$ cat config.mk
export PLATFORM = sky130hd
export DESIGN_NAME = elu_activation_core
export DESIGN_NICKNAME = d
export VERILOG_FILES = /design/src/hw/rtl/elu_pkg.sv /design/src/hw/rtl/elu_index.sv /design/src/hw/rtl/elu_interp.sv /design/src/hw/rtl/elu_scale.sv /design/src/hw/rtl/elu_activation_core.sv
export VERILOG_INCLUDE_DIRS = /design/src /design/src/hw/rtl
export SDC_FILE = /design/constraint.sdc
export NUM_CORES = 2
export LEC_CHECK = 0
export BUFFER_PORTS_ARGS = -buffer_cell sky130_fd_sc_hd__buf_2
export CORE_AREA = 2 2 364 402
export DETAILED_ROUTE_END_ITERATION = 12
export DIE_AREA = 0 0 366 404
export SYNTH_ARGS = -nofsm -noshare
export SYNTH_HDL_FRONTEND = slang
export SYNTH_SLANG_ARGS = --single-unit
export TNS_END_PERCENT = 5
$ cat constraint.sdc
create_clock -name clk -period 8.3 [get_ports clk]
set_input_delay 0.83 -clock clk [delete_from_list [all_inputs] [get_ports clk]]
set_output_delay 0.83 -clock clk [all_outputs]
set_load 0.02 [all_outputs]
$ cat src/hw/rtl/elu_activation_core_macros.svh
// Assertion macros shared by the ELU activation core
`ifndef ELU_ACTIVATION_CORE_MACROS_SVH
`define ELU_ACTIVATION_CORE_MACROS_SVH

// same-cycle implication, sampled on clk, off while rst_n is low
`define ELU_ASSERT_NOW(label, ante, cons, msg) \
  label: assert property (@(posedge clk) disable iff (!rst_n) (ante) |-> (cons)) \
    else $error(msg);

// next-cycle implication, sampled on clk, off while rst_n is low
`define ELU_ASSERT_NEXT(label, ante, cons, msg) \
  label: assert property (@(posedge clk) disable iff (!rst_n) (ante) |=> (cons)) \
    else $error(msg);

`endif

$ cat src/hw/rtl/elu_pkg.sv
// Shared types, constants and exp table functions for the ELU activation core
`timescale 1ns / 1ps

package elu_pkg;

  localparam int unsigned TAYLOR_TERMS = 24;
  localparam int unsigned EXP_FRAC     = 30;
  localparam int unsigned EXP_W        = EXP_FRAC + 1;
  localparam logic [63:0] ONE_Q30      = 64'd1 << EXP_FRAC;
  localparam logic [63:0] HALF_Q30     = 64'd1 << (EXP_FRAC - 1);

  localparam int unsigned ALPHA_W      = 16;
  localparam int unsigned ALPHA_FRAC   = 12;
  localparam logic [ALPHA_W-1:0] ALPHA_RESET = 16'd4096;

  localparam int unsigned PROD_W       = ALPHA_W + EXP_W;
  localparam int unsigned PROD_FRAC    = ALPHA_FRAC + EXP_FRAC;

  typedef struct packed {
    logic valid;
    logic last;
    logic pass;
    logic far;
  } elu_ctl_t;

  // e^(-d) in Q30 from a truncated Taylor sum, step = d in Q30
  function automatic logic [63:0] exp_ratio(input logic [63:0] step);
    logic [63:0] term;
    logic [63:0] even;
    logic [63:0] odd;
    term = ONE_Q30;
    even = ONE_Q30;
    odd  = '0;
    for (int i = 1; i <= TAYLOR_TERMS; i++) begin
      term = ((term * step) >> EXP_FRAC) / 64'(i);
      if (i[0]) begin
        odd = odd + term;
      end else begin
        even = even + term;
      end
    end
    return (even > odd) ? (even - odd) : 64'd0;
  endfunction

  // table point k: repeated multiply by the ratio, rounded half up
  function automatic logic [63:0] exp_point(input int k, input logic [63:0] ratio);
    logic [63:0] v;
    v = ONE_Q30;
    for (int j = 0; j < k; j++) begin
      v = (v * ratio + HALF_Q30) >> EXP_FRAC;
    end
    return v;
  endfunction

endpackage

$ cat src/hw/rtl/elu_index.sv
// Input stage: sign test, magnitude, range check and table position
`timescale 1ns / 1ps

module elu_index import elu_pkg::*; #(
  parameter int DATA_WIDTH        = 16,
  parameter int FRAC_BITS         = 11,
  parameter int EXP_TABLE_ENTRIES = 64
) (
  input  logic                                   clk,
  input  logic                                   rst_n,
  input  logic                                   valid_i,
  input  logic                                   last_i,
  input  logic [DATA_WIDTH-1:0]                  sample_i,
  output logic                                   ready_o,
  output elu_ctl_t                               ctl_o,
  output logic [DATA_WIDTH-1:0]                  sample_o,
  output logic [$clog2(EXP_TABLE_ENTRIES+1)-1:0] idx_o,
  output logic [FRAC_BITS+2:0]                   frac_o,
  input  logic                                   ready_i
);

  localparam int IDX_W    = $clog2(EXP_TABLE_ENTRIES + 1);
  localparam int POS_BITS = FRAC_BITS + 3;
  localparam int POS_A    = DATA_WIDTH + IDX_W;
  localparam int POS_W    = (POS_A > POS_BITS + IDX_W) ? POS_A : POS_BITS + IDX_W;
  localparam int CMP_W    = (DATA_WIDTH > FRAC_BITS + 4) ? DATA_WIDTH : FRAC_BITS + 4;
  localparam logic [CMP_W-1:0] FAR_LIM = CMP_W'(8) << FRAC_BITS;

  logic [DATA_WIDTH-1:0] mag;
  logic [POS_W-1:0]      pos;
  elu_ctl_t              ctl_nxt;
  elu_ctl_t              ctl_r;
  logic [DATA_WIDTH-1:0] sample_r;
  logic [IDX_W-1:0]      idx_r;
  logic [POS_BITS-1:0]   frac_r;

  always_comb begin
    mag           = '0 - sample_i;
    pos           = POS_W'(mag) * POS_W'(EXP_TABLE_ENTRIES);
    ctl_nxt.valid = valid_i;
    ctl_nxt.last  = last_i;
    ctl_nxt.pass  = (sample_i != '0) && !sample_i[DATA_WIDTH-1];
    ctl_nxt.far   = CMP_W'(mag) >= FAR_LIM;
  end

  assign ready_o = !ctl_r.valid || ready_i;

  always_ff @(posedge clk) begin
    if (!rst_n) begin
      ctl_r <= '0;
    end else if (ready_o) begin
      ctl_r <= ctl_nxt;
    end
  end

  // far and positive samples point at the first table entry
  always_ff @(posedge clk) begin
    if (ready_o) begin
      sample_r <= sample_i;
      idx_r    <= ctl_nxt.far ? '0 : pos[POS_BITS +: IDX_W];
      frac_r   <= ctl_nxt.far ? '0 : pos[POS_BITS-1:0];
    end
  end

  assign ctl_o    = ctl_r;
  assign sample_o = sample_r;
  assign idx_o    = idx_r;
  assign frac_o   = frac_r;

endmodule

$ cat src/hw/rtl/elu_interp.sv
// Exp table lookup, linear interpolation and 1 - exp, three stages
`timescale 1ns / 1ps
`include "elu_activation_core_macros.svh"

module elu_interp import elu_pkg::*; #(
  parameter int DATA_WIDTH        = 16,
  parameter int FRAC_BITS         = 11,
  parameter int EXP_TABLE_ENTRIES = 64
) (
  input  logic                                   clk,
  input  logic                                   rst_n,
  input  elu_ctl_t                               ctl_i,
  input  logic [DATA_WIDTH-1:0]                  sample_i,
  input  logic [$clog2(EXP_TABLE_ENTRIES+1)-1:0] idx_i,
  input  logic [FRAC_BITS+2:0]                   frac_i,
  output logic                                   ready_o,
  output elu_ctl_t                               ctl_o,
  output logic [DATA_WIDTH-1:0]                  sample_o,
  output logic [EXP_W-1:0]                       g_o,
  input  logic                                   ready_i
);

  localparam int IDX_W    = $clog2(EXP_TABLE_ENTRIES + 1);
  localparam int POS_BITS = FRAC_BITS + 3;
  localparam int MUL_W    = EXP_W + POS_BITS;
  localparam logic [63:0] STEP  = (64'd8 << EXP_FRAC) / EXP_TABLE_ENTRIES;
  localparam logic [63:0] RATIO = exp_ratio(STEP);
  localparam logic [EXP_W-1:0] ONE = EXP_W'(ONE_Q30);

  logic [EXP_W-1:0] exp_tab [EXP_TABLE_ENTRIES+1];

  for (genvar k = 0; k <= EXP_TABLE_ENTRIES; k++) begin : g_tab
    assign exp_tab[k] = EXP_W'(exp_point(k, RATIO));
  end

  // stage A: lookup
  elu_ctl_t              ctl_a_r;
  logic [DATA_WIDTH-1:0] sample_a_r;
  logic [EXP_W-1:0]      hi_a_r;
  logic [EXP_W-1:0]      diff_a_r;
  logic [POS_BITS-1:0]   frac_a_r;
  // stage B: interpolation product
  elu_ctl_t              ctl_b_r;
  logic [DATA_WIDTH-1:0] sample_b_r;
  logic [EXP_W-1:0]      hi_b_r;
  logic [MUL_W-1:0]      mul_b_r;
  // stage C: 1 - exp
  elu_ctl_t              ctl_c_r;
  logic [DATA_WIDTH-1:0] sample_c_r;
  logic [EXP_W-1:0]      g_r;

  logic                  rdy_a;
  logic                  rdy_b;
  logic                  rdy_c;
  logic [IDX_W-1:0]      idx_hi;
  logic [EXP_W-1:0]      hi_nxt;
  logic [EXP_W-1:0]      lo_nxt;
  logic [EXP_W-1:0]      e_val;
  logic [EXP_W-1:0]      g_nxt;

  assign rdy_c   = !ctl_c_r.valid || ready_i;
  assign rdy_b   = !ctl_b_r.valid || rdy_c;
  assign rdy_a   = !ctl_a_r.valid || rdy_b;
  assign ready_o = rdy_a;

  always_comb begin
    idx_hi = idx_i + IDX_W'(1);
    hi_nxt = exp_tab[idx_i];
    lo_nxt = exp_tab[idx_hi];
    e_val  = hi_b_r - EXP_W'(mul_b_r >> POS_BITS);
    g_nxt  = ctl_b_r.far ? ONE : (ONE - e_val);
  end

  always_ff @(posedge clk) begin
    if (!rst_n) begin
      ctl_a_r <= '0;
      ctl_b_r <= '0;
      ctl_c_r <= '0;
    end else begin
      if (rdy_a) begin
        ctl_a_r <= ctl_i;
      end
      if (rdy_b) begin
        ctl_b_r <= ctl_a_r;
      end
      if (rdy_c) begin
        ctl_c_r <= ctl_b_r;
      end
    end
  end

  always_ff @(posedge clk) begin
    if (rdy_a) begin
      sample_a_r <= sample_i;
      hi_a_r     <= hi_nxt;
      diff_a_r   <= hi_nxt - lo_nxt;
      frac_a_r   <= frac_i;
    end
    if (rdy_b) begin
      sample_b_r <= sample_a_r;
      hi_b_r     <= hi_a_r;
      mul_b_r    <= MUL_W'(diff_a_r) * MUL_W'(frac_a_r);
    end
    if (rdy_c) begin
      sample_c_r <= sample_b_r;
      g_r        <= g_nxt;
    end
  end

  assign ctl_o    = ctl_c_r;
  assign sample_o = sample_c_r;
  assign g_o      = g_r;

  `ELU_ASSERT_NOW(a_g_bounded, ctl_c_r.valid, g_r <= ONE, "1 - exp above one")
  `ELU_ASSERT_NEXT(a_b_hold, ctl_b_r.valid && !rdy_c, ctl_b_r.valid && $stable(mul_b_r), "stage B lost data in stall")

endmodule

$ cat src/hw/rtl/elu_scale.sv
// Alpha scaling, rounding, saturation and output register
`timescale 1ns / 1ps
`include "elu_activation_core_macros.svh"

module elu_scale import elu_pkg::*; #(
  parameter int DATA_WIDTH = 16,
  parameter int FRAC_BITS  = 11
) (
  input  logic                  clk,
  input  logic                  rst_n,
  input  logic [ALPHA_W-1:0]    alpha_i,
  input  elu_ctl_t              ctl_i,
  input  logic [DATA_WIDTH-1:0] sample_i,
  input  logic [EXP_W-1:0]      g_i,
  output logic                  ready_o,
  output logic                  out_valid,
  output logic                  out_last,
  output logic [DATA_WIDTH-1:0] out_sample,
  input  logic                  out_ready
);

  localparam int SHIFT = PROD_FRAC - FRAC_BITS;
  localparam logic [PROD_W-1:0] RND   = PROD_W'(1) << (SHIFT - 1);
  localparam logic [PROD_W-1:0] LIMIT = PROD_W'(1) << (DATA_WIDTH - 1);
  localparam logic [DATA_WIDTH-1:0] NEG_MIN = {1'b1, {(DATA_WIDTH-1){1'b0}}};

  elu_ctl_t              ctl_d_r;
  logic [DATA_WIDTH-1:0] sample_d_r;
  logic [PROD_W-1:0]     prod_r;
  elu_ctl_t              ctl_e_r;
  logic [DATA_WIDTH-1:0] sample_e_r;

  logic                  rdy_d;
  logic                  rdy_e;
  logic [PROD_W-1:0]     neg_mag;
  logic [DATA_WIDTH-1:0] result_nxt;

  assign rdy_e   = !ctl_e_r.valid || out_ready;
  assign rdy_d   = !ctl_d_r.valid || rdy_e;
  assign ready_o = rdy_d;

  always_comb begin
    neg_mag = (prod_r + RND) >> SHIFT;
    if (ctl_d_r.pass) begin
      result_nxt = sample_d_r;
    end else if (neg_mag > LIMIT) begin
      result_nxt = NEG_MIN;
    end else begin
      result_nxt = '0 - neg_mag[DATA_WIDTH-1:0];
    end
  end

  always_ff @(posedge clk) begin
    if (!rst_n) begin
      ctl_d_r <= '0;
      ctl_e_r <= '0;
    end else begin
      if (rdy_d) begin
        ctl_d_r <= ctl_i;
      end
      if (rdy_e) begin
        ctl_e_r <= ctl_d_r;
      end
    end
  end

  always_ff @(posedge clk) begin
    if (rdy_d) begin
      sample_d_r <= sample_i;
      prod_r     <= PROD_W'(alpha_i) * PROD_W'(g_i);
    end
    if (rdy_e) begin
      sample_e_r <= result_nxt;
    end
  end

  assign out_valid  = ctl_e_r.valid;
  assign out_last   = ctl_e_r.last;
  assign out_sample = sample_e_r;

  `ELU_ASSERT_NOW(a_neg_sign, ctl_e_r.valid && !ctl_e_r.pass, sample_e_r[DATA_WIDTH-1] || (sample_e_r == '0), "negative path gave a positive result")
  `ELU_ASSERT_NEXT(a_d_hold, ctl_d_r.valid && !rdy_e, ctl_d_r.valid && $stable(prod_r), "stage D lost data in stall")

endmodule

$ cat src/hw/rtl/elu_activation_core.sv
// Top level of the ELU activation core: streaming ports and alpha register
//
//  channel | direction | tdata / data            | tuser | tlast
//  in_     | slave     | sample_in               | -     | last_in
//  out_    | master    | sample_out              | -     | last_out
//  cfg_    | write     | alpha_gain (Q4.12)      | -     | -
//
//  One beat per cycle while out_tready is high. Stages: index, lookup,
//  interpolation multiply, 1 - exp, alpha multiply, output register.
//  Each stage holds its beat while the stage after it is full, so a stall
//  on out_tready backs up stage by stage; empty stages still fill.
//  Synchronous active-low reset clears stage valids, alpha returns to 1.0.
`timescale 1ns / 1ps

module elu_activation_core import elu_pkg::*; #(
  parameter int DATA_WIDTH        = 16,
  parameter int FRAC_BITS         = 11,
  parameter int EXP_TABLE_ENTRIES = 64
) (
  input  logic                               clk,
  input  logic                               rst_n,
  input  logic                               in_tvalid,
  output logic                               in_tready,
  input  logic [((DATA_WIDTH+7)/8)*8-1:0]    in_tdata,   // sample_in
  input  logic                               in_tlast,   // last_in
  output logic                               out_tvalid,
  input  logic                               out_tready,
  output logic [((DATA_WIDTH+7)/8)*8-1:0]    out_tdata,  // sample_out
  output logic                               out_tlast,  // last_out
  input  logic                               cfg_valid,
  output logic                               cfg_ready,
  input  logic [ALPHA_W-1:0]                 cfg_data    // alpha_gain
);

  localparam int TDATA_W = ((DATA_WIDTH + 7) / 8) * 8;
  localparam int IDX_W   = $clog2(EXP_TABLE_ENTRIES + 1);

  logic [ALPHA_W-1:0]    alpha_r;

  logic                  idx_ready;
  elu_ctl_t              idx_ctl;
  logic [DATA_WIDTH-1:0] idx_sample;
  logic [IDX_W-1:0]      idx_val;
  logic [FRAC_BITS+2:0]  idx_frac;

  logic                  int_ready;
  elu_ctl_t              int_ctl;
  logic [DATA_WIDTH-1:0] int_sample;
  logic [EXP_W-1:0]      int_g;

  logic                  scl_ready;
  logic [DATA_WIDTH-1:0] scl_sample;

  assign cfg_ready = 1'b1;

  always_ff @(posedge clk) begin
    if (!rst_n) begin
      alpha_r <= ALPHA_RESET;
    end else if (cfg_valid && cfg_ready) begin
      alpha_r <= cfg_data;
    end
  end

  elu_index #(
    .DATA_WIDTH        (DATA_WIDTH),
    .FRAC_BITS         (FRAC_BITS),
    .EXP_TABLE_ENTRIES (EXP_TABLE_ENTRIES)
  ) u_index (
    .clk      (clk),
    .rst_n    (rst_n),
    .valid_i  (in_tvalid),
    .last_i   (in_tlast),
    .sample_i (in_tdata[DATA_WIDTH-1:0]),
    .ready_o  (in_tready),
    .ctl_o    (idx_ctl),
    .sample_o (idx_sample),
    .idx_o    (idx_val),
    .frac_o   (idx_frac),
    .ready_i  (idx_ready)
  );

  elu_interp #(
    .DATA_WIDTH        (DATA_WIDTH),
    .FRAC_BITS         (FRAC_BITS),
    .EXP_TABLE_ENTRIES (EXP_TABLE_ENTRIES)
  ) u_interp (
    .clk      (clk),
    .rst_n    (rst_n),
    .ctl_i    (idx_ctl),
    .sample_i (idx_sample),
    .idx_i    (idx_val),
    .frac_i   (idx_frac),
    .ready_o  (idx_ready),
    .ctl_o    (int_ctl),
    .sample_o (int_sample),
    .g_o      (int_g),
    .ready_i  (int_ready)
  );

  elu_scale #(
    .DATA_WIDTH (DATA_WIDTH),
    .FRAC_BITS  (FRAC_BITS)
  ) u_scale (
    .clk        (clk),
    .rst_n      (rst_n),
    .alpha_i    (alpha_r),
    .ctl_i      (int_ctl),
    .sample_i   (int_sample),
    .g_i        (int_g),
    .ready_o    (scl_ready),
    .out_valid  (out_tvalid),
    .out_last   (out_tlast),
    .out_sample (scl_sample),
    .out_ready  (out_tready)
  );

  assign int_ready = scl_ready;
  assign out_tdata = TDATA_W'(scl_sample);

endmodule

==> flow_metrics.env <==
export IMPL_status="complete, no violations"
export IMPL_fp_coreArea_mm2=0.144
export IMPL_rrSetupSlack_ns=1.19
export IMPL_io_pins=58
export IMPL_total_power_w=0.0174
export IMPL_synth_cells=4612
export IMPL_yosys_warnings=0
export IMPL_clock_sinks=327
export IMPL_yosys_area_share_simple_pct=16.9
export IMPL_grt_pass1_vias=34164
export IMPL_startpoint_type="register"
export IMPL_end_kind="register"
export IMPL_postSynthAreaPerCell_um2=9.31
export IMPL_dr_max_layer_used="met4"
export IMPL_synth_top_family_by_area="adder cells"
export IMPL_vdd_drop_max_uv=395
export IMPL_syn_cell_area_mm2=0.0429
export IMPL_layout_min_cycle_time_ns=7.11
export IMPL_slowest_stage="dfxtp_1"
export IMPL_hold_viol_final=0
export IMPL_post_cts_buffers=0
export IMPL_maxCapViolCount=0
export IMPL_ctsHoldBuffers=0
export IMPL_fillers=14922
export IMPL_vias=32374
export IMPL_dominantRegCellSynth="edfxtp_1"
export IMPL_slew_violations=0
export IMPL_clkSlewWorstSetupHoldPaths_ns=0.06
export IMPL_die_h_um=404
export IMPL_mostFrequentLayoutCell="inv_1"
export IMPL_grt_overflow_total=0
export IMPL_synth_mux_area_share_pct=0.898
export IMPL_max_clock_freq_ghz=0.141
export IMPL_crit_top_cell="fa_1"
export IMPL_grt_start_max_net_pins=120
export IMPL_grt_pass1_wl_um=188000
export IMPL_power_density_mw_per_mm2=373
export IMPL_synth_cell_type_count=85
export IMPL_synth_xor_area_share_pct=2.90
export IMPL_rsz0062_at_grt="false"
export IMPL_layout_common_cells="inv_1 (720), nand2_1 (597), fa_1 (578)"
export IMPL_drc=0
export IMPL_initial_core_util_pct=29.9
export IMPL_place_gp_congestion=0.943
export IMPL_grt_usage_pct=15.9
export IMPL_synth_fa_ha_area_share_pct=38.4
export IMPL_post_route_util_pct=32.6
export IMPL_crit_chain="nand2_1 -> fa_1 -> fa_1 -> fa_1 -> inv_1 -> fa_1 -> fa_1 -> inv_1 -> fa_1 -> inv_1 -> ha_1 -> a21oi_1 -> o21ai_0 -> a221oi_1 -> a21oi_1 -> o21ai_0 -> a21oi_1 -> or2_2 -> o311ai_0"
export IMPL_worstPathArrival_ns=7.49
export IMPL_hpwlAfterDp_um=90200
export IMPL_cts_tree="built"
export IMPL_syn_nets=5620
export IMPL_worstSkewPairLatency_ns=0.62
export IMPL_wl_met3_um=5870
export IMPL_p_leak_nw=20.5
export IMPL_drtIter0Drc=2322
export IMPL_m1WireLength_um=48400
export IMPL_setup_viol_count_final=0
export IMPL_antenna_found_initial=0
export IMPL_worst_slew_margin_rel_pct=9.50
export IMPL_cts_buffers=40
export IMPL_area_growth_pct=9.05
export IMPL_cts_root_buf="clkbuf_16"
export IMPL_fin_crit_sh_pct=85.6
export IMPL_clock_path_buffers=3
export IMPL_synth_async_reset_ratio_pct=0
export IMPL_firstDrtPassIters=6
export IMPL_rows=146
export IMPL_htree_levels=2
export IMPL_dr_wl_met2_um=57100
export IMPL_worst_ep_required_time_ns=8.69
export IMPL_die_area_mm2=0.148
export IMPL_drive_gt1_share_pct=5.36
export IMPL_fin_skew_ns=0.0807
export IMPL_synth_edf_count=291
export IMPL_crit_type="register to register"
export IMPL_cpPeakStageDelay_ns=0.90
export IMPL_synth_seq_area_share_pct=22.0
export IMPL_critPathMaxFanout=20
export IMPL_via_per_inst=4.97
export IMPL_holdCritPathClass="register to register"
export IMPL_tightest_slew_ns=1.32
export IMPL_io_buffers=56
export IMPL_avgRoutedWirePerCell_um=18.0
export IMPL_die_w_um=366
export IMPL_finalNetCount=5569
export IMPL_ant_nets=0
export IMPL_finalSetupTns_ns=0
export IMPL_wirelength_um=117000
export IMPL_cts_resized=0
export IMPL_ys_seq_elements=327
export IMPL_synth_compound_area_share_pct=10.4
## flip-flops by register name, indices dropped and copies added (netlist names), 4 cells and up
register             flops
u_scale.sample_d_r      16
u_interp.ctl_a_r         4
u_interp.hi_a_r         31
u_index.sample_o        16
u_scale.prod_r          17
u_index.frac_o           8
u_index.ctl_o            4
u_interp.hi_b_r         31
u_interp.sample_b_r     16
u_index.idx_o            7
u_interp.g_o            31
u_interp.frac_a_r        8
u_interp.ctl_b_r         4
alpha_r                 16
u_interp.sample_a_r     16
u_scale.out_sample      16
u_interp.diff_a_r       31
u_interp.sample_o       16
u_interp.mul_b_r        31
## cells by family after synthesis
family / count (synthesis)
adder cells (fa/ha/maj): 970
AO/OA/AOI/OAI: 686
other: 2
multiplexers: 32
buffers and inverters: 953
XOR/XNOR: 142
flip-flops: 327
AND/OR/NAND/NOR: 1500
## through the flow
stage	hold slack, ns	area (um2)	cells	worst slack, ns
3_5_place_dp	0.405	45400	6443	1.21
6_report	0.411	46800	6518	1.19
4_1_cts	0.386	46800	6516	1.12
3_3_place_gp	0.401	45400	6443	1.30
2_1_floorplan	0.400	42900	4612	2.30
5_1_grt	0.418	46800	6516	0.764
## cell type report
type | instances | area (um2) | share of cell area, %
Sequential cell | 327 | 9460 | 20.2
Tap cell | 1924 | 2410 | 5.14
Multi-Input combinational cell | 3332 | 29900 | 63.9
Inverter | 725 | 2720 | 5.82
Timing Repair Buffer | 135 | 898 | 1.92
Clock buffer | 47 | 1050 | 2.24
Antenna cell | 2 | 5.00 | 0.0107
Clock inverter | 26 | 337 | 0.719
## worst max-delay path: cells and delay by family (launching register included)
| kind | cells | cell delay (ns) |
|---|---|---|
| adders and majority gates | 7 | 3.37 |
| AOI/OAI and AO/OA | 7 | 1.95 |
| and+or+nand+nor | 2 | 0.52 |
| buffers and inverters | 3 | 0.15 |
| DFF | 1 | 0.90 |
## routing by layer
| layer | vias to the layer above | global-route usage (%) |
|---|---|---|
| met3 | 304 | 2.16 |
| met1 | 16149 | 19.5 |
| met2 | 955 | 27.6 |
| met4 | 0 | 7.06 |
| met5 | - | 0 |
| li1 | 14966 | - |
## cell usage after synthesis, types with 36 or more instances
cell type	n	share of area (%)
xor2_1	45	0.92
nor2b_1	46	0.67
a21o_1	39	0.68
ha_1	392	11
fa_1	578	27
inv_1	722	6.3
edfxtp_1	291	20
clkbuf_1	200	1.7
and2_1	373	5.4
dfxtp_1	36	1.7
a21oi_1	179	2.1
nor3_1	71	0.83
nor2_1	203	1.8
xnor2_1	97	2.0
o21ai_0	155	1.8
nand3_1	76	0.89
nand2_1	598	5.2
a211oi_1	37	0.65
## worst paths after layout
check,startpoint,endpoint,cells after the start
worst max-delay path,alpha_r[1],u_scale.prod_r[45],19
worst min-delay path,u_interp.hi_a_r[5],u_interp.hi_b_r[5],0
worst max register to register,alpha_r[1],u_scale.prod_r[45],19
worst min register to register,u_interp.hi_a_r[5],u_interp.hi_b_r[5],0
## where the power goes
part	internal [W]	leakage, nW	switching, W
registers	0.00252	3.46	0.000771
clock network	0.00105	0.643	0.000768
logic	0.00513	16.4	0.00721
total	0.00870	20.5	0.00875
(Power assumes the default switching activity.)
